**src/design/http_chunked_body_decoder_core_defines.svh**
```systemverilog
// Assertion macros for the chunked body decoder.
// Assumes clk_i and rst_ni in the scope of use; empty bodies under SYNTHESIS.
`ifndef HTTP_CHUNKED_BODY_DECODER_CORE_DEFINES_SVH
`define HTTP_CHUNKED_BODY_DECODER_CORE_DEFINES_SVH
`ifndef SYNTHESIS
`define HCBD_ASSERT_IMP(lbl, ante, cons) \
  lbl: assert property (@(posedge clk_i) disable iff (!rst_ni) (ante) |-> (cons)) \
    else $error("hcbd assertion failed");
`define HCBD_ASSERT_NXT(lbl, ante, cons) \
  lbl: assert property (@(posedge clk_i) disable iff (!rst_ni) (ante) |=> (cons)) \
    else $error("hcbd assertion failed");
`else
`define HCBD_ASSERT_IMP(lbl, ante, cons)
`define HCBD_ASSERT_NXT(lbl, ante, cons)
`endif
`endif

```
**src/design/hcbd_pkg.sv**
```systemverilog
// Types, character codes and hex digit decode for the chunked body decoder.
// No dependencies.
package hcbd_pkg;

  typedef enum logic [2:0] {
    PH_SIZE,
    PH_SIZE_CR,
    PH_DATA,
    PH_TAIL,
    PH_TAIL_CR
  } phase_e;

  typedef struct packed {
    phase_e phase;
    logic   done;
  } state_t;

  typedef struct packed {
    logic [7:0] out_byte;
    logic       carries_data;
    logic       body_end;
    logic       end_kind;
  } result_t;

  localparam logic [7:0] CHAR_CR    = 8'h0D;
  localparam logic [7:0] CHAR_LF    = 8'h0A;
  localparam logic [7:0] CHAR_0     = 8'h30;
  localparam logic [7:0] CHAR_9     = 8'h39;
  localparam logic [7:0] CHAR_UA    = 8'h41;
  localparam logic [7:0] CHAR_UF    = 8'h46;
  localparam logic [7:0] CHAR_LA    = 8'h61;
  localparam logic [7:0] CHAR_LF_HEX = 8'h66;
  localparam logic [7:0] HEX_TEN    = 8'd10;
  localparam int unsigned DIGIT_BITS = 4;

  // bit 4: byte is a hex digit, bits 3:0: its value
  function automatic logic [4:0] hex_digit(input logic [7:0] b);
    logic [7:0] v;
    logic       ok;
    v  = 8'd0;
    ok = 1'b0;
    if (b >= CHAR_0 && b <= CHAR_9) begin
      v  = b - CHAR_0;
      ok = 1'b1;
    end else if (b >= CHAR_UA && b <= CHAR_UF) begin
      v  = b - CHAR_UA + HEX_TEN;
      ok = 1'b1;
    end else if (b >= CHAR_LA && b <= CHAR_LF_HEX) begin
      v  = b - CHAR_LA + HEX_TEN;
      ok = 1'b1;
    end
    return {ok, v[3:0]};
  endfunction

endpackage

```
**src/design/hcbd_in_if.sv**
```systemverilog
// Input channel of the chunked body decoder: one body byte per transaction.
// No dependencies.
interface hcbd_in_if;
  logic       valid;
  logic       ready;
  logic [7:0] in_byte;
  logic       body_last;

  modport source (output valid, in_byte, body_last, input ready);
  modport sink (input valid, in_byte, body_last, output ready);
endinterface

```
**src/design/hcbd_out_if.sv**
```systemverilog
// Output channel of the chunked body decoder: one decoded result per transaction.
// No dependencies.
interface hcbd_out_if;
  logic       valid;
  logic       ready;
  logic [7:0] out_byte;
  logic       carries_data;
  logic       body_end;
  logic       end_kind;

  modport source (output valid, out_byte, carries_data, body_end, end_kind, input ready);
  modport sink (input valid, out_byte, carries_data, body_end, end_kind, output ready);
endinterface

```
**src/design/hcbd_step.sv**
```systemverilog
// Per-byte decode step: next phase, chunk count and result for one body byte.
// Depends on hcbd_pkg.
module hcbd_step #(
  parameter int unsigned SIZE_BITS = 32
) (
  input  hcbd_pkg::state_t        state_i,
  input  logic [SIZE_BITS-1:0]    count_i,
  input  logic [7:0]              byte_i,
  input  logic                    last_i,
  output hcbd_pkg::state_t        state_o,
  output logic [SIZE_BITS-1:0]    count_o,
  output hcbd_pkg::result_t       res_o,
  output logic                    has_o
);

  localparam int unsigned DB = hcbd_pkg::DIGIT_BITS;

  logic [4:0]             hex;
  hcbd_pkg::phase_e       ph_work;
  logic [SIZE_BITS-1:0]   cnt_work;
  logic [SIZE_BITS-1:0]   size_base;
  logic [SIZE_BITS-1:0]   pass_base;
  logic                   do_size;
  logic                   do_pass;
  logic                   zero_end;
  logic                   end_now;

  assign hex = hcbd_pkg::hex_digit(byte_i);

  always_comb begin
    ph_work   = state_i.phase;
    cnt_work  = count_i;
    size_base = count_i;
    pass_base = count_i;
    do_size   = 1'b0;
    do_pass   = 1'b0;
    zero_end  = 1'b0;
    case (state_i.phase)
      hcbd_pkg::PH_SIZE_CR: begin
        if (byte_i == hcbd_pkg::CHAR_LF) ph_work = hcbd_pkg::PH_DATA;
        else do_pass = 1'b1;
      end
      hcbd_pkg::PH_DATA: begin
        do_pass = 1'b1;
      end
      hcbd_pkg::PH_TAIL: begin
        if (byte_i == hcbd_pkg::CHAR_CR) begin
          ph_work = hcbd_pkg::PH_TAIL_CR;
        end else begin
          ph_work   = hcbd_pkg::PH_SIZE;
          cnt_work  = '0;
          size_base = '0;
          do_size   = (byte_i != hcbd_pkg::CHAR_LF);
        end
      end
      hcbd_pkg::PH_TAIL_CR: begin
        ph_work   = hcbd_pkg::PH_SIZE;
        cnt_work  = '0;
        size_base = '0;
        do_size   = (byte_i != hcbd_pkg::CHAR_LF);
      end
      default: begin
        ph_work = hcbd_pkg::PH_SIZE;
        do_size = 1'b1;
      end
    endcase
    if (do_size) begin
      if (hex[4]) begin
        if (|size_base[SIZE_BITS-1:SIZE_BITS-DB]) cnt_work = '1;
        else cnt_work = {size_base[SIZE_BITS-DB-1:0], hex[3:0]};
      end else if (size_base == '0) begin
        zero_end = 1'b1;
      end else if (byte_i == hcbd_pkg::CHAR_CR) begin
        ph_work = hcbd_pkg::PH_SIZE_CR;
      end else if (byte_i == hcbd_pkg::CHAR_LF) begin
        ph_work = hcbd_pkg::PH_DATA;
      end else begin
        do_pass   = 1'b1;
        pass_base = size_base;
      end
    end
    if (do_pass) begin
      cnt_work = pass_base - {{(SIZE_BITS-1){1'b0}}, 1'b1};
      ph_work  = (cnt_work == '0) ? hcbd_pkg::PH_TAIL : hcbd_pkg::PH_DATA;
    end
  end

  assign end_now = zero_end || last_i;

  always_comb begin
    state_o = state_i;
    count_o = count_i;
    if (state_i.done) begin
      if (last_i) begin
        state_o.phase = hcbd_pkg::PH_SIZE;
        state_o.done  = 1'b0;
        count_o       = '0;
      end
    end else if (last_i) begin
      state_o.phase = hcbd_pkg::PH_SIZE;
      state_o.done  = 1'b0;
      count_o       = '0;
    end else begin
      state_o.phase = ph_work;
      state_o.done  = end_now;
      count_o       = cnt_work;
    end
  end

  always_comb begin
    res_o.carries_data = !state_i.done && do_pass;
    res_o.out_byte     = res_o.carries_data ? byte_i : 8'd0;
    res_o.body_end     = !state_i.done && end_now;
    res_o.end_kind     = !state_i.done && !zero_end && last_i && (cnt_work != '0);
    has_o              = res_o.carries_data || res_o.body_end;
  end

endmodule

```
**src/design/http_chunked_body_decoder_core.sv**
```systemverilog
// Chunked body decoder: takes one body byte per cycle while the output is not stalled
// and gives at most one result per byte (a payload byte, an end of body, or both),
// registered in the input register and then in the result register. Throughput is one
// byte per cycle, set by the single decode step between those registers, while the output
// is not stalled; a stalled output holds the input register and then the input channel.
`include "http_chunked_body_decoder_core_defines.svh"

module http_chunked_body_decoder_core #(
  parameter int unsigned SIZE_BITS = 32
) (
  input  logic              clk_i,
  input  logic              rst_ni,
  hcbd_in_if.sink           in_i,
  hcbd_out_if.source        out_o
);

  logic                    in_valid_q;
  logic [7:0]              in_byte_q;
  logic                    in_last_q;
  logic                    out_valid_q;
  hcbd_pkg::result_t       out_res_q;
  hcbd_pkg::state_t        state_q;
  hcbd_pkg::state_t        state_d;
  logic [SIZE_BITS-1:0]    count_q;
  logic [SIZE_BITS-1:0]    count_d;
  hcbd_pkg::result_t       step_res;
  logic                    step_has;
  logic                    advance;
  logic                    fire;

  assign advance    = !out_valid_q || out_o.ready;
  assign fire       = in_valid_q && advance;
  assign in_i.ready = !in_valid_q || advance;

  hcbd_step #(
    .SIZE_BITS (SIZE_BITS)
  ) u_step (
    .state_i (state_q),
    .count_i (count_q),
    .byte_i  (in_byte_q),
    .last_i  (in_last_q),
    .state_o (state_d),
    .count_o (count_d),
    .res_o   (step_res),
    .has_o   (step_has)
  );

  always_ff @(posedge clk_i or negedge rst_ni) begin
    if (!rst_ni) begin
      in_valid_q    <= 1'b0;
      out_valid_q   <= 1'b0;
      state_q.phase <= hcbd_pkg::PH_SIZE;
      state_q.done  <= 1'b0;
      count_q       <= '0;
    end else begin
      if (in_i.ready) in_valid_q <= in_i.valid;
      if (advance) out_valid_q <= fire && step_has;
      if (fire) begin
        state_q <= state_d;
        count_q <= count_d;
      end
    end
  end

  always_ff @(posedge clk_i) begin
    if (in_i.ready && in_i.valid) begin
      in_byte_q <= in_i.in_byte;
      in_last_q <= in_i.body_last;
    end
    if (fire && step_has && advance) out_res_q <= step_res;
  end

  assign out_o.valid        = out_valid_q;
  assign out_o.out_byte     = out_res_q.out_byte;
  assign out_o.carries_data = out_res_q.carries_data;
  assign out_o.body_end     = out_res_q.body_end;
  assign out_o.end_kind     = out_res_q.end_kind;

  `HCBD_ASSERT_IMP(a_result_nonempty, out_valid_q, out_res_q.carries_data || out_res_q.body_end)
  `HCBD_ASSERT_IMP(a_kind_needs_end, out_valid_q && out_res_q.end_kind, out_res_q.body_end)
  `HCBD_ASSERT_IMP(a_idle_byte_zero, out_valid_q && !out_res_q.carries_data, out_res_q.out_byte == 8'd0)
  `HCBD_ASSERT_NXT(a_last_rearms, fire && in_last_q, !state_q.done && count_q == '0 && state_q.phase == hcbd_pkg::PH_SIZE)

endmodule
```
**src/flat_wrapper.sv**
```systemverilog
// flat-port wrapper written by rule: the top's interface ports become plain ports
module http_chunked_body_decoder_core_flat 
#(
  parameter int unsigned SIZE_BITS = 32
)
  (clk_i, rst_ni, in_i_valid, in_i_in_byte, in_i_body_last, in_i_ready, out_o_valid, out_o_out_byte, out_o_carries_data, out_o_body_end, out_o_end_kind, out_o_ready);
  hcbd_in_if in_i_i ();
  hcbd_out_if out_o_i ();
  input  logic clk_i;
  input  logic rst_ni;
  input wire logic [$bits(in_i_i.valid)-1:0] in_i_valid;
  input wire logic [$bits(in_i_i.in_byte)-1:0] in_i_in_byte;
  input wire logic [$bits(in_i_i.body_last)-1:0] in_i_body_last;
  output wire logic [$bits(in_i_i.ready)-1:0] in_i_ready;
  output wire logic [$bits(out_o_i.valid)-1:0] out_o_valid;
  output wire logic [$bits(out_o_i.out_byte)-1:0] out_o_out_byte;
  output wire logic [$bits(out_o_i.carries_data)-1:0] out_o_carries_data;
  output wire logic [$bits(out_o_i.body_end)-1:0] out_o_body_end;
  output wire logic [$bits(out_o_i.end_kind)-1:0] out_o_end_kind;
  input wire logic [$bits(out_o_i.ready)-1:0] out_o_ready;
  assign in_i_i.valid = in_i_valid;
  assign in_i_i.in_byte = in_i_in_byte;
  assign in_i_i.body_last = in_i_body_last;
  assign in_i_ready = in_i_i.ready;
  assign out_o_valid = out_o_i.valid;
  assign out_o_out_byte = out_o_i.out_byte;
  assign out_o_carries_data = out_o_i.carries_data;
  assign out_o_body_end = out_o_i.body_end;
  assign out_o_end_kind = out_o_i.end_kind;
  assign out_o_i.ready = out_o_ready;
  http_chunked_body_decoder_core #(.SIZE_BITS(SIZE_BITS)) u_core (.clk_i(clk_i), .rst_ni(rst_ni), .in_i(in_i_i), .out_o(out_o_i));
endmodule
```
**config.mk**
```make
export PLATFORM = sky130hd
export DESIGN_NAME = http_chunked_body_decoder_core_flat
export DESIGN_NICKNAME = d
export VERILOG_FILES = /design/src/design/hcbd_pkg.sv /design/src/design/hcbd_in_if.sv /design/src/design/hcbd_out_if.sv /design/src/design/hcbd_step.sv /design/src/design/http_chunked_body_decoder_core.sv /design/src/flat_wrapper.sv
export VERILOG_INCLUDE_DIRS = /design/src /design/src/design
export SDC_FILE = /design/constraint.sdc
export NUM_CORES = 1
export LEC_CHECK = 0
export BUFFER_PORTS_ARGS = -buffer_cell sky130_fd_sc_hd__buf_2
export CORE_AREA = 8 8 101 103
export CTS_CLUSTER_DIAMETER = 80
export CTS_CLUSTER_SIZE = 14
export DETAILED_ROUTE_END_ITERATION = 8
export DIE_AREA = 0 0 109 111
export PLACE_DENSITY = 0.78
export SYNTH_ARGS = -nofsm -noshare
export SYNTH_HDL_FRONTEND = slang
export SYNTH_HIERARCHICAL = 1
export SYNTH_SLANG_ARGS = --single-unit
```
**constraint.sdc**
```tcl
create_clock -name clk_i -period 4.2 [get_ports clk_i]
set_clock_uncertainty 0.15 [all_clocks]
set_input_delay 0.21 -clock clk_i [delete_from_list [all_inputs] [get_ports clk_i]]
set_output_delay 0.21 -clock clk_i [all_outputs]
set_load 0.005 [all_outputs]
```
== Word-level counts from Yosys, hierarchy flattened ==
Index checks and enable logic that the tools add are counted.

* Flip-flop bits (word level): 58
* Output and inout port bits: 13

* Add/sub/neg operators: 6
* $lt $le $gt $ge: 6
* Eq/ne operators: 8
* Multiplexer cells: 45
* Reductions and logical operators: 26

{| class="wikitable"
|+ Operators with widths
! operator !! count
|-
| $mux 32 || 13
|-
| $logic_not 32->1 || 2
|-
| $pmux 32 s2 || 1
|-
| $reduce_bool 32->1 || 1
|-
| $sub 32x1->32 const B || 1
|-
| $mux 3 || 8
|-
| $mux 4 || 6
|-
| $eq 8x4->1 const B || 2
|-
| $ge 8x7->1 const B || 2
|-
| $le 8x7->1 const B || 2
|-
| $mux 1 || 14
|-
| $logic_and 1x1->1 || 12
|-
| $sub 4x1->4 const B || 3
|-
| $pmux 3 s3 || 1
|-
| $add 4x4->4 const B || 2
|-
| $ge 8x6->1 const B || 1
|-
| $le 8x6->1 const B || 1
|-
| $ne 8x4->1 const B || 1
|-
| $eq 3x2->1 const B || 2
|-
| $logic_not 1->1 || 4
|-
| $logic_or 1x1->1 || 4
|-
| $reduce_or 4->1 || 1
|-
| $eq 3x1->1 const B || 1
|-
| $eq 3x3->1 const B || 1
|-
| 5 further kinds || 5
|}

== Depth between registers and ports, before layout ==
Gate-level depths: netlist of run 1.

* Depth in word-level cells: 14
* Mapped depth: 12

== Hierarchy ==
The synthesis of run 1 kept the hierarchy.

{| class="wikitable"
|+ Modules (own cells, without submodules)
! module !! instances !! cells each !! area an instance (µm²) !! seq. area each (µm²)
|-
| hcbd_step || 1 || 532 || 3047.9 || 0.0
|-
| http_chunked_body_decoder_core || 1 || 106 || 2190.9 || 1551.5
|}

== Worst setup path before layout of run 1 ==
OpenSTA, ideal clock, no wires.

* Kind: register -> register
* Start point: register u_core.count_q[5]
* End point: register u_core.count_q[24]
* Setup time: 0.125 ns
* Arrival time: 2.945 ns
* Path slack: 0.980 ns
* Stages on the path, launching flop included: 13
* Path buffers: 4
* Path through: dfrtp_1 > buf_2 > nor4_2 > nand2_1 > or4_1 > buf_2 > a41oi_2 > buf_2 > buf_2 > nor2_1 > o21ai_0 > a21oi_1 > mux2_4

* Word-level cells in the longest chain between the ends: 11
* Elaborated cells between the ends (all ways): 15
* Classes of those cells: add/sub: 1; mux: 13; reduce/logical: 1

{| class="wikitable"
|+ RTL lines
! item !! RTL line !! source
|-
| start, declared || http_chunked_body_decoder_core.sv:24 || <nowiki>logic [SIZE_BITS-1:0] count_q;</nowiki>
|-
| start signal, assigned || http_chunked_body_decoder_core.sv:60 || <nowiki>count_q <= count_d;</nowiki>
|-
| branches (longest 8 deep; another with $sub 32x1->32) || -- ||
|-
| $mux 32 * || hcbd_step.sv:82 || <nowiki>if (do_pass) begin</nowiki>
|-
| $mux 32 * || hcbd_step.sv:99 || <nowiki>end else if (last_i) begin</nowiki>
|-
| $mux 32 * || hcbd_step.sv:93 || <nowiki>if (state_i.done) begin</nowiki>
|-
| named net u_core.count_d[24] || http_chunked_body_decoder_core.sv:25 || <nowiki>logic [SIZE_BITS-1:0] count_d;</nowiki>
|}

Mark *: on every way through the listed nets, which the timed path passes.
A chain may end at the register's enable or synchronous reset.

== Final worst setup path of run 1 ==
* Start point: register u_core.in_byte_q[1]
* End point: register u_core.out_res_q (netlist bit u_core/out_o.carries_data), enable pin

* Word-level cells in the longest chain between the ends: 12
* Elaborated cells between the ends (all ways): 36
* Classes of those cells: order compare: 6; eq/ne: 3; mux: 17; reduce/logical: 10

{| class="wikitable"
|+ RTL lines
! item !! RTL line !! source
|-
| start, declared || http_chunked_body_decoder_core.sv:18 || <nowiki>logic [7:0] in_byte_q;</nowiki>
|-
| start signal, assigned || http_chunked_body_decoder_core.sv:67 || <nowiki>in_byte_q <= in_i.in_byte;</nowiki>
|-
| $eq 8x4->1, or another cell as far along || hcbd_step.sv:47, hcbd_step.sv:73 ||
|-
| $mux 32, or another cell as far along || hcbd_step.sv:47 || <nowiki>if (byte_i == hcbd_pkg::CHAR_CR) begin</nowiki>
|-
| $pmux 32 s2, or another cell as far along || hcbd_step.sv:38 || <nowiki>case (state_i.phase)</nowiki>
|-
| $logic_not 32->1, or another cell as far along || hcbd_step.sv:71 || <nowiki>end else if (size_base == '0) begin</nowiki>
|-
| $mux 1, on equally long branches || hcbd_step.sv:71, hcbd_step.sv:73, hcbd_pkg.sv:42 ||
|-
| $mux 1, on equally long branches || hcbd_step.sv:68, hcbd_step.sv:71 ||
|-
| $mux 1, on equally long branches || hcbd_step.sv:67, hcbd_step.sv:68 ||
|-
| $logic_or 1x1->1 / $mux 1 (equally long branches) || hcbd_step.sv:88, hcbd_step.sv:67 ||
|-
| $logic_and 1x1->1, on equally long branches || hcbd_step.sv:113, hcbd_step.sv:111 ||
|-
| $logic_or 1x1->1 * || hcbd_step.sv:115 || <nowiki>has_o = res_o.carries_data || res_o.body_end;</nowiki>
|-
| named net u_core.step_has || http_chunked_body_decoder_core.sv:27 || <nowiki>logic step_has;</nowiki>
|-
| $logic_and 1x1->1 * (2 in a row) || http_chunked_body_decoder_core.sv:70 || <nowiki>if (fire && step_has && advance) out_res_q <= step_res;</nowiki>
|-
| end signal, assigned || http_chunked_body_decoder_core.sv:70 ||
|-
| end, declared || http_chunked_body_decoder_core.sv:21 || <nowiki>hcbd_pkg::result_t out_res_q;</nowiki>
|}

Mark *: on every way through the listed nets, which the timed path passes. The rest lies on a longest branch.

==> results of run 1 <==
-- per-layer routing --
layer / share of wire (%) / track usage [%] / wire length [microns]
met5: 0 / 0 / 0
met4: 1.9 / 11.9 / 325
met3: 10 / 6.51 / 1750
met2: 46 / 41.7 / 7850
met1: 42 / 38.2 / 7130
-- power by group through the flow --
| stage | clock network [mW] | logic [mW] | registers, mW |
|---|---|---|---|
| after detailed placement | 0 | 3.20 | 1.10 |
| after global placement | 0 | 3.16 | 1.09 |
| after floorplan | 0 | 2.48 | 0.931 |
| final | 0.674 | 3.34 | 1.10 |
| after global routing | 0.703 | 3.61 | 1.13 |
| after CTS | 0.683 | 3.23 | 1.09 |
-- what timing repair did --
action,CTS,global route
endpoints found under the hold margin,48,0
hold buffers,11,0
setup endpoints to repair,0,0
-- registers in the layout, indices dropped and copies added (netlist names) --
register                   flops
u_core/out_o.out_byte          8
u_core/in_byte_q               8
u_core/count_q                32
u_core/in_valid_q              1
u_core/out_o.valid             1
u_core/out_o.end_kind          1
u_core/in_last_q               1
u_core/state_q                 4
u_core/out_o.body_end          1
u_core/out_o.carries_data      1
-- worst max-delay path: cells and delay by family (launching register included) --
kind / cells / cell delay (ps)
and+or+nand+nor: 3 / 1040
buffers and inverters: 2 / 390
DFF: 1 / 500
adders and majority gates: 1 / 280
AOI/OAI and AO/OA: 4 / 1120
-- cell families after synthesis --
| logic type | after synthesis | share of synthesized area (%) |
|---|---|---|
| xor+xnor | 12 | 2.01 |
| mux | 38 | 10.3 |
| flops | 58 | 29.6 |
| compound gates | 207 | 25.6 |
| buf+inv | 77 | 6.93 |
| simple gates | 240 | 24.2 |
| fa+ha+maj | 6 | 1.43 |
-- worst min path at each step --
| stage | startpoint | endpoint | slack (ps) |
|---|---|---|---|
| after floorplan | rst_ni | u_core/count_q[0] | -240 |
| after global placement | rst_ni | u_core/count_q[3] | 240 |
| after detailed placement | in_i_in_byte[6] | u_core/in_byte_q[6] | 240 |
| after CTS | out_o_ready | u_core/out_o.valid | 6 |
| after global routing | out_o_ready | u_core/out_o.valid | 20 |
| final | out_o_ready | u_core/out_o.valid | 40 |
-- layout make-up --
class / instances / area share [%]
clock inverter: 7 / 2.17
tap: 108 / 2.35
inverter: 10 / 0.652
timing repair buffer: 61 / 7.57
multi-input combinational: 503 / 58.1
sequential: 58 / 27.0
clock buffer: 9 / 2.15
-- layout by cell type (no fill, tap or decap), types with 6 or more instances in the layout --
master / instances
nor3_1: 23
nand3_1: 13
mux2_2: 7
edfxtp_1: 20
nand2b_1: 7
buf_2: 25
and3_1: 8
nand4_1: 8
or3_1: 8
o211ai_1: 6
nand2_1: 50
nor2_1: 64
inv_1: 10
a31oi_1: 7
a2111oi_0: 18
or4_1: 10
buf_4: 24
a21o_1: 7
ha_1: 6
dfrtp_1: 38
o2111ai_1: 7
nor4_1: 15
xnor2_1: 10
nor3b_1: 7
clkbuf_8: 9
mux2_4: 30
o21ai_1: 11
dlygate4sd3_1: 11
a21oi_1: 69
o21ai_0: 42
==> flow_summary.ini, run 1 <==
[clock_network]
clkLatencyLatePin_ps = 360
post_cts_buffers = 0
cts_resized = 0
numCtsBuffers = 9
cts_buffer_depth = 2
cts_tree = built
root_buffer = clkbuf_8
clkSinkCount = 58
htreeDepth = 3
path_clk_slew_ps = 80

[synthesis]
synth_nets = 657
ys_ff_latch = 58
yosys_warnings = 6
synth_cell_types = 68
syn-cell-area_sq_um = 5240
yosys.area.top_type = dfrtp_1
synth_common_cells = a21oi_1 (70), nor2_1 (65), clkbuf_1 (53)
synth_top_cell_area_share_pct = 18.2
syn_avg_cell_area_sq_um = 8.21
synth_flop_cell = dfrtp_1
yosysMostFrequentCell = a21oi_1
postSynth.asyncResetShare_pct = 65.5
synth_area_leaders = dfrtp_1 (18%), edfxtp_1 (11%), mux2_4 (8.6%)
synthCells = 638
ys_seq_area_share_pct = 29.6
synth-edff-count = 20

[sta]
tightest_slew_ps = 964
final-setup-viol-count = 0
maxSlewViolCount = 0
final.hold.worst_slack_ps = 35.6
max_freq_mhz = 259
setup_slack_ps = 340
fin_crit_ps = 3860
tns_ps = 0
finalHoldViolCount = 0
fin_crit_sh_pct = 91.9
rsz0062_at_grt = no
relSlewSlack_pct = 35.5

[power]
pwr-share-clk_pct = 13.2
swShare_pct = 51.4
finalPower_mw = 5.12
leakage_nw = 2.25
p_sw_mw = 2.63
p_per_area_nw_per_um2 = 890
power_frac_comb_pct = 65.3
pwr-share-seq_pct = 21.5
p_int_mw = 2.49
ir_drop_mv = 0.442

[min_path]
min_path_cells = 3
hold_class = primary input to register

[layout]
areaGrowthSynthToFinish_pct = 9.84
fin_util_pct = 67.3
final_net_count = 662
fillers = 703
fin_cells = 756
stdcell_area_sq_um = 5750
multi_input_comb_area_sq_um = 3350
diodes = 0
seqCellArea_sq_um = 1550
drive_gt1_share_pct = 19.4

[placement]
placed_area_sq_um = 5400
gp_congestion = 0.925
post-dp-hpwl_microns = 10700
dp_cells = 729
port_buffers = 25
place_ws_ps = 488

[setup_path]
rr_startpoint = u_core/in_byte_q[1]
cpMostUsedCell = a31oi_1
crit_end = u_core/out_o.carries_data
start_kind = register
r2r_cells = 10
cp_slowest_stage_delay_ps = 740
crit_chain = inv_1 -> ha_1 -> and2_1 -> a31oi_1 -> a31oi_1 -> a41oi_4 -> buf_12 -> a21oi_1 -> nand2_1 -> nor2_1
critical_path.startpoint = u_core/in_byte_q[1]
reg2reg_slack_ps = 340
critPathRequiredTime_ps = 4030
worst-setup-path-type = register to register
arrival_ps = 3690
worstReg2RegEnd = u_core/out_o.carries_data
cp-end-kind = register
path_max_fanout = 30
crit_slowest_cell = nor2_1

[detailed_routing]
ant_nets = 0
totalWireLength_microns = 17100
drc_errors = 0
dr.pass1.iters = 5
dr_total_vias = 5377
drt_iter0_drc = 583
drt-wirelength-per-cell_microns = 22.6
drt-vias-per-instance = 7.11

[run_status]
status = finished, final reports clean

[die]
fp.dieH_microns = 111
start_util_pct = 61.3
ioPinCount = 26
die_w_microns = 109
die-area_sq_um = 12100
rows = 34
core_area_sq_um = 8550

[grt]
grt_pass1_vias = 5165
grt-ovfl-total = 0
grt_antenna_before_repair = 0
grt_pass1_wl_microns = 27500
grt_max_degree = 51
grt.total_usage_pct = 28.2

[run]
maxCapViolations = 0
Note: power is estimated with default switching activity, not from simulation.
==> inputs of run 2 (changes only) <==
--- a/config.mk
+++ b/config.mk
@@ -7,11 +7,13 @@
 export NUM_CORES = 1
 export LEC_CHECK = 0
 export BUFFER_PORTS_ARGS = -buffer_cell sky130_fd_sc_hd__buf_2
-export CORE_AREA = 8 8 101 103
+export CELL_PAD_IN_SITES_DETAIL_PLACEMENT = 1
+export CELL_PAD_IN_SITES_GLOBAL_PLACEMENT = 1
+export CORE_AREA = 8 8 114 116
 export CTS_CLUSTER_DIAMETER = 80
 export CTS_CLUSTER_SIZE = 14
 export DETAILED_ROUTE_END_ITERATION = 8
-export DIE_AREA = 0 0 109 111
+export DIE_AREA = 0 0 122 124
 export PLACE_DENSITY = 0.78
 export SYNTH_ARGS = -nofsm -noshare
 export SYNTH_HDL_FRONTEND = slang
==> run 2 against run 1 <==
Effect of this change:
- global-route usage decreased by 1.5 points
- setup slack lost 210 ps
- sequential share of layout area decreased by 0.51 points
- register-to-register slack worse by 210 ps
- core utilization shrank 15 points
- fmax down 5.1%
- flip-flop and latch count unchanged
- die area grew 25%
- cell count is 5.0% higher
- design area grew 1.9%
- sequential power is essentially flat
- first-iteration DRC count fell by 26%
==> flow_summary.ini, run 2 (synthesis gave the netlist of run 1 again) <==
[clock_network]
clkLatencyLatePin_ps = 350
cts_tree = built
htreeDepth = 3
cts_resized = 0
cts_buffer_depth = 2
root_buffer = clkbuf_16
path_clk_slew_ps = 60
cts_hold_buffers = 11
clkSinkCount = 58
numCtsBuffers = 9
post_cts_buffers = 0

[grt]
grt_pass1_wl_microns = 31800
grt_antenna_before_repair = 0
grt_max_degree = 51
grt_pass1_vias = 5739
grt-ovfl-total = 0
grt.total_usage_pct = 26.7

[setup_path]
worst-setup-path-type = register to register
path_max_fanout = 13
arrival_ps = 3870
cp_slowest_stage_delay_ps = 930
cpMostUsedCell = a21oi_1
cp.buffers_inverters = 1
critPathRequiredTime_ps = 4010
crit_slowest_cell = nor2_1
start_kind = register
crit_chain = inv_1 -> ha_1 -> o21bai_1 -> a21oi_1 -> o21ba_2 -> a41oi_4 -> a21oi_1 -> nand2_1 -> nor2_1
cp-end-kind = register
path_delay_family = compound AO/OA/AOI/OAI gates

[min_path]
hold_class = primary input to register

[sta]
max_freq_mhz = 246
rsz0062_at_grt = no
relSlewSlack_pct = 18.4
maxSlewViolCount = 0
tightest_slew_ps = 1220
final-setup-viol-count = 0
finalHoldViolCount = 0
fin_crit_ps = 4070
tns_ps = 0
final.hold.worst_slack_ps = 63.3
fin_crit_sh_pct = 96.8

[die]
rows = 39
ioPinCount = 26
die_w_microns = 122
core_area_sq_um = 11200
fp.dieH_microns = 124
die-area_sq_um = 15100
start_util_pct = 46.9

[layout]
top_register = u_core/count_q
largest_register_ffs = 32
fin_cells = 794
stdcell_area_sq_um = 5860
diodes = 0
final_net_count = 665
areaGrowthSynthToFinish_pct = 11.9
layout_commonest_cell = a21oi_1
final_cell_mix = a21oi_1 (69), nor2_1 (63), nand2_1 (50), o21ai_0 (42), dfrtp_1 (38)
drive_gt1_share_pct = 20.0

[power]
ir_drop_mv = 0.471
p_per_area_nw_per_um2 = 897
leakage_nw = 2.29

[placement]
post-dp-hpwl_microns = 12500
gp_congestion = 0.964
placed_area_sq_um = 5450
dp_cells = 767
port_buffers = 25

[run_status]
status = finished, final reports clean

[detailed_routing]
dr_total_vias = 5357
ant_nets = 0
drc_errors = 0
dr.pass1.iters = 7
drt-wirelength-per-cell_microns = 24.3
drt-vias-per-instance = 6.75
drt_iter0_drc = 433
totalWireLength_microns = 19300

[run]
maxCapViolations = 0
## run 2: cell count changes in the layout (fill, tap and decap cells not counted), sizes merged
cell,previous run,this run
buf,50,53
clkinv,3,4
clkinvlp,0,1
bufinv,3,1
## run 2: where the power goes
group | internal (mW) | switching (mW) | leakage (nW)
clock network | 0.463 | 0.299 | 0.146
logic | 1.30 | 2.10 | 1.44
registers | 0.791 | 0.308 | 0.703
## run 2: metrics by stage
step / setup WS, ps / power (mW) / util (%)
4_1_cts: 395 / 5.19 / 52.5
3_5_place_dp: 468 / 4.36 / 48.8
6_report: 134 / 5.26 / 52.5
3_3_place_gp: 619 / 4.27 / 48.8
5_1_grt: 27.7 / 5.62 / 52.5
2_1_floorplan: 980 / 3.41 / -
## run 2: path summary, 6_finish.rpt
path / start / to / slack, ps / depth (start not counted)
setup / recovery: u_core/in_byte_q[1] / u_core/out_o.out_byte[7] / 130 / 9
min in group asynchronous: rst_ni / u_core/count_q[9] / 430 / 2
max in group asynchronous: rst_ni / u_core/count_q[31] / 2840 / 2
hold / removal: out_o_ready / u_core/out_o.valid / 60 / 3
hold reg to reg: u_core/count_q[31] / u_core/count_q[31] / 410 / 1
setup reg to reg: u_core/in_byte_q[1] / u_core/out_o.out_byte[7] / 130 / 9
## run 2: per-layer routing
metal	up-vias	track usage, %	part of all wire [%]	routed length (microns)
met5	-	0	0	0
met4	0	11.9	2.8	537
met3	51	5.67	6.4	1230
met2	212	43.5	48	9220
met1	2684	33.4	43	8320
li1	2410	-	-	-
## run 2: cell type report
class,instances,area [sq um]
Clock inverter,7,77.6
Timing Repair Buffer,64,445
Sequential cell,58,1550
Clock buffer,9,225
Inverter,10,37.5
Fill cell,1347,5310
Tap cell,143,179
Multi-Input combinational cell,503,3350
## run 2: worst reg2reg max path, cell delays in order, from the launching register on
cell and delay, ps:
edfxtp_1 470, inv_1 140, ha_1 280, o21bai_1 240, a21oi_1 200, o21ba_2 510, a41oi_4 340, a21oi_1 280
nand2_1 130, nor2_1 930
==> inputs of run 3 (changes only) <==
--- a/config.mk
+++ b/config.mk
@@ -7,13 +7,12 @@
 export NUM_CORES = 1
 export LEC_CHECK = 0
 export BUFFER_PORTS_ARGS = -buffer_cell sky130_fd_sc_hd__buf_2
-export CELL_PAD_IN_SITES_DETAIL_PLACEMENT = 1
-export CELL_PAD_IN_SITES_GLOBAL_PLACEMENT = 1
-export CORE_AREA = 8 8 114 116
+export CORE_AREA = 8 8 101 103
 export CTS_CLUSTER_DIAMETER = 80
 export CTS_CLUSTER_SIZE = 14
 export DETAILED_ROUTE_END_ITERATION = 8
-export DIE_AREA = 0 0 122 124
+export DIE_AREA = 0 0 109 111
+export HOLD_SLACK_MARGIN = 0.05
 export PLACE_DENSITY = 0.78
 export SYNTH_ARGS = -nofsm -noshare
 export SYNTH_HDL_FRONTEND = slang
==> run 3 against run 2 <==
Effect of this change:
- critical path depth rose by 3
- sequential share of layout area up 0.46 points
- wire length decreased by 12%
- first-iteration DRC count grew 35%
- flip-flop and latch count did not move
- core utilization grew 15 points
- cell count shrank 4.7%
- die area down 20%
- global-route usage up 1.5 points
- total power shrank 2.6%
- count of clock-buffer cells in the layout did not move
- critical endpoint is now u_core/count_q[21]
==> flow_summary.ini, run 3 (synthesis gave the netlist of run 1 again) <==
[clock_network]
path_clk_slew_ps = 80
htreeDepth = 3
clkSinkCount = 58
cts_buffer_depth = 2
cts_resized = 0
cts_tree = built
numCtsBuffers = 9
clkLatencyLatePin_ps = 360
root_buffer = clkbuf_8

[setup_path]
start_kind = register
critPathRequiredTime_ps = 4300
arrival_ps = 3950
path_delay_family = compound AO/OA/AOI/OAI gates
critical_path.startpoint = u_core/in_byte_q[1]
worst-setup-path-type = register to register
path_max_fanout = 15
rr_startpoint = u_core/in_byte_q[1]
cp.buffers_inverters = 3
crit_chain = inv_1 -> ha_1 -> and2_1 -> a31oi_1 -> a31oi_1 -> buf_4 -> a41o_1 -> buf_4 -> a2111oi_0 -> o21ai_0 -> a21oi_1 -> mux2_4
crit_slowest_cell = a41o_1
cp-end-kind = register
reg2reg_slack_ps = 350
cp_slowest_stage_delay_ps = 550

[layout]
final_cell_mix = a21oi_1 (69), nor2_1 (64), nand2_1 (50), o21ai_0 (42), dfrtp_1 (38)
areaGrowthSynthToFinish_pct = 10.0
drive_gt1_share_pct = 19.4
final_net_count = 663
layout_commonest_cell = a21oi_1
fillers = 705
top_register = u_core/count_q
largest_register_ffs = 32
diodes = 0

[grt]
grt_max_degree = 51
grt.total_usage_pct = 28.2
grt_antenna_before_repair = 0
grt_pass1_wl_microns = 27400
grt-ovfl-total = 0
grt_pass1_vias = 5182

[placement]
post-dp-hpwl_microns = 10700
place_ws_ps = 488
port_buffers = 25
gp_congestion = 0.925

[die]
die-area_sq_um = 12100
rows = 34
die_w_microns = 109
start_util_pct = 61.3
fp.dieH_microns = 111
ioPinCount = 26
core_area_sq_um = 8550

[sta]
tightest_slew_ps = 962
fin_crit_sh_pct = 91.7
finalHoldViolCount = 0
final-setup-viol-count = 0
fin_crit_ps = 3850
max_freq_mhz = 260
relSlewSlack_pct = 35.7
maxSlewViolCount = 0
rsz0062_at_grt = no
tns_ps = 0
setup_slack_ps = 348

[run_status]
status = finished, final reports clean

[detailed_routing]
drc_errors = 0
totalWireLength_microns = 17100
dr_total_vias = 5365
ant_nets = 0
drt-vias-per-instance = 7.09
drt-wirelength-per-cell_microns = 22.5
drt_iter0_drc = 584
dr.pass1.iters = 5

[power]
pwr-share-clk_pct = 13.1
pwr-share-seq_pct = 21.5
p_per_area_nw_per_um2 = 889
power_frac_comb_pct = 65.4
swShare_pct = 51.5
ir_drop_mv = 0.578
leakage_nw = 2.25
p_int_mw = 2.49
p_sw_mw = 2.64

[min_path]
hold_class = primary input to async pin

[run]
maxCapViolations = 0
[run 3: cell types whose count changed in the layout (fill, tap and decap cells not counted)]
cell	change
bufinv_16	+2
clkinv_2	-1
nor2_1	+1
clkbuf_8	+9
nor2_2	-1
dlygate4sd3_1	+1
clkbuf_16	-9
buf_4	-4
clkinvlp_4	-1
buf_12	+1
[run 3: cell type report]
| cell class | count | area, sq um | area share, % |
|---|---|---|---|
| Sequential cell | 58 | 1550 | 26.9 |
| Clock inverter | 7 | 125 | 2.17 |
| Timing Repair Buffer | 62 | 445 | 7.73 |
| Inverter | 10 | 37.5 | 0.651 |
| Clock buffer | 9 | 124 | 2.15 |
| Tap cell | 108 | 135 | 2.34 |
| Multi-Input combinational cell | 503 | 3350 | 58.0 |
[run 3: path summary, 6_finish.rpt]
| check | to | cells past startpoint |
|---|---|---|
| setup / recovery | u_core/count_q[21] | 12 |
| hold / removal | u_core/count_q[3] | 2 |
| setup reg to reg | u_core/count_q[21] | 12 |
| hold reg to reg | u_core/count_q[31] | 1 |
| max in group asynchronous | u_core/in_valid_q | 2 |
| min in group clk_i | u_core/count_q[31] | 1 |
[run 3: through the flow]
step | area [sq um] | power, mW | util (%) | cells | hold slack, ps
2_1_floorplan | 5240 | 3.41 | - | 638 | -236
3_3_place_gp | 5400 | 4.25 | 63.1 | 729 | 237
3_5_place_dp | 5400 | 4.29 | 63.1 | 729 | 239
4_1_cts | 5760 | 5.01 | 67.4 | 757 | 394
5_1_grt | 5760 | 5.44 | 67.4 | 757 | 411
6_report | 5760 | 5.12 | 67.4 | 757 | 356
[run 3: what timing repair did]
| action | 4_1_cts | 5_1_grt |
|---|---|---|
| buffers inserted | 0 | 0 |
| hold buffers | 12 | 0 |
| endpoints found under the hold margin | 49 | 0 |
[run 3: power by group through the flow]
| stage | Clock [mW] | Sequential (mW) | Combinational (mW) |
|---|---|---|---|
| 3_3_place_gp | 0 | 1.09 | 3.16 |
| 6_report | 0.673 | 1.10 | 3.35 |
| 5_1_grt | 0.704 | 1.13 | 3.60 |
| 2_1_floorplan | 0 | 0.931 | 2.48 |
| 3_5_place_dp | 0 | 1.10 | 3.20 |
| 4_1_cts | 0.683 | 1.09 | 3.24 |
[run 3: layer usage]
layer,wire length [microns],vias up,track usage (%)
li1,-,2404,-
met1,7110,2536,37.8
met2,7760,383,41.7
met3,1840,42,6.74
met4,356,0,12.0
met5,0,-,0
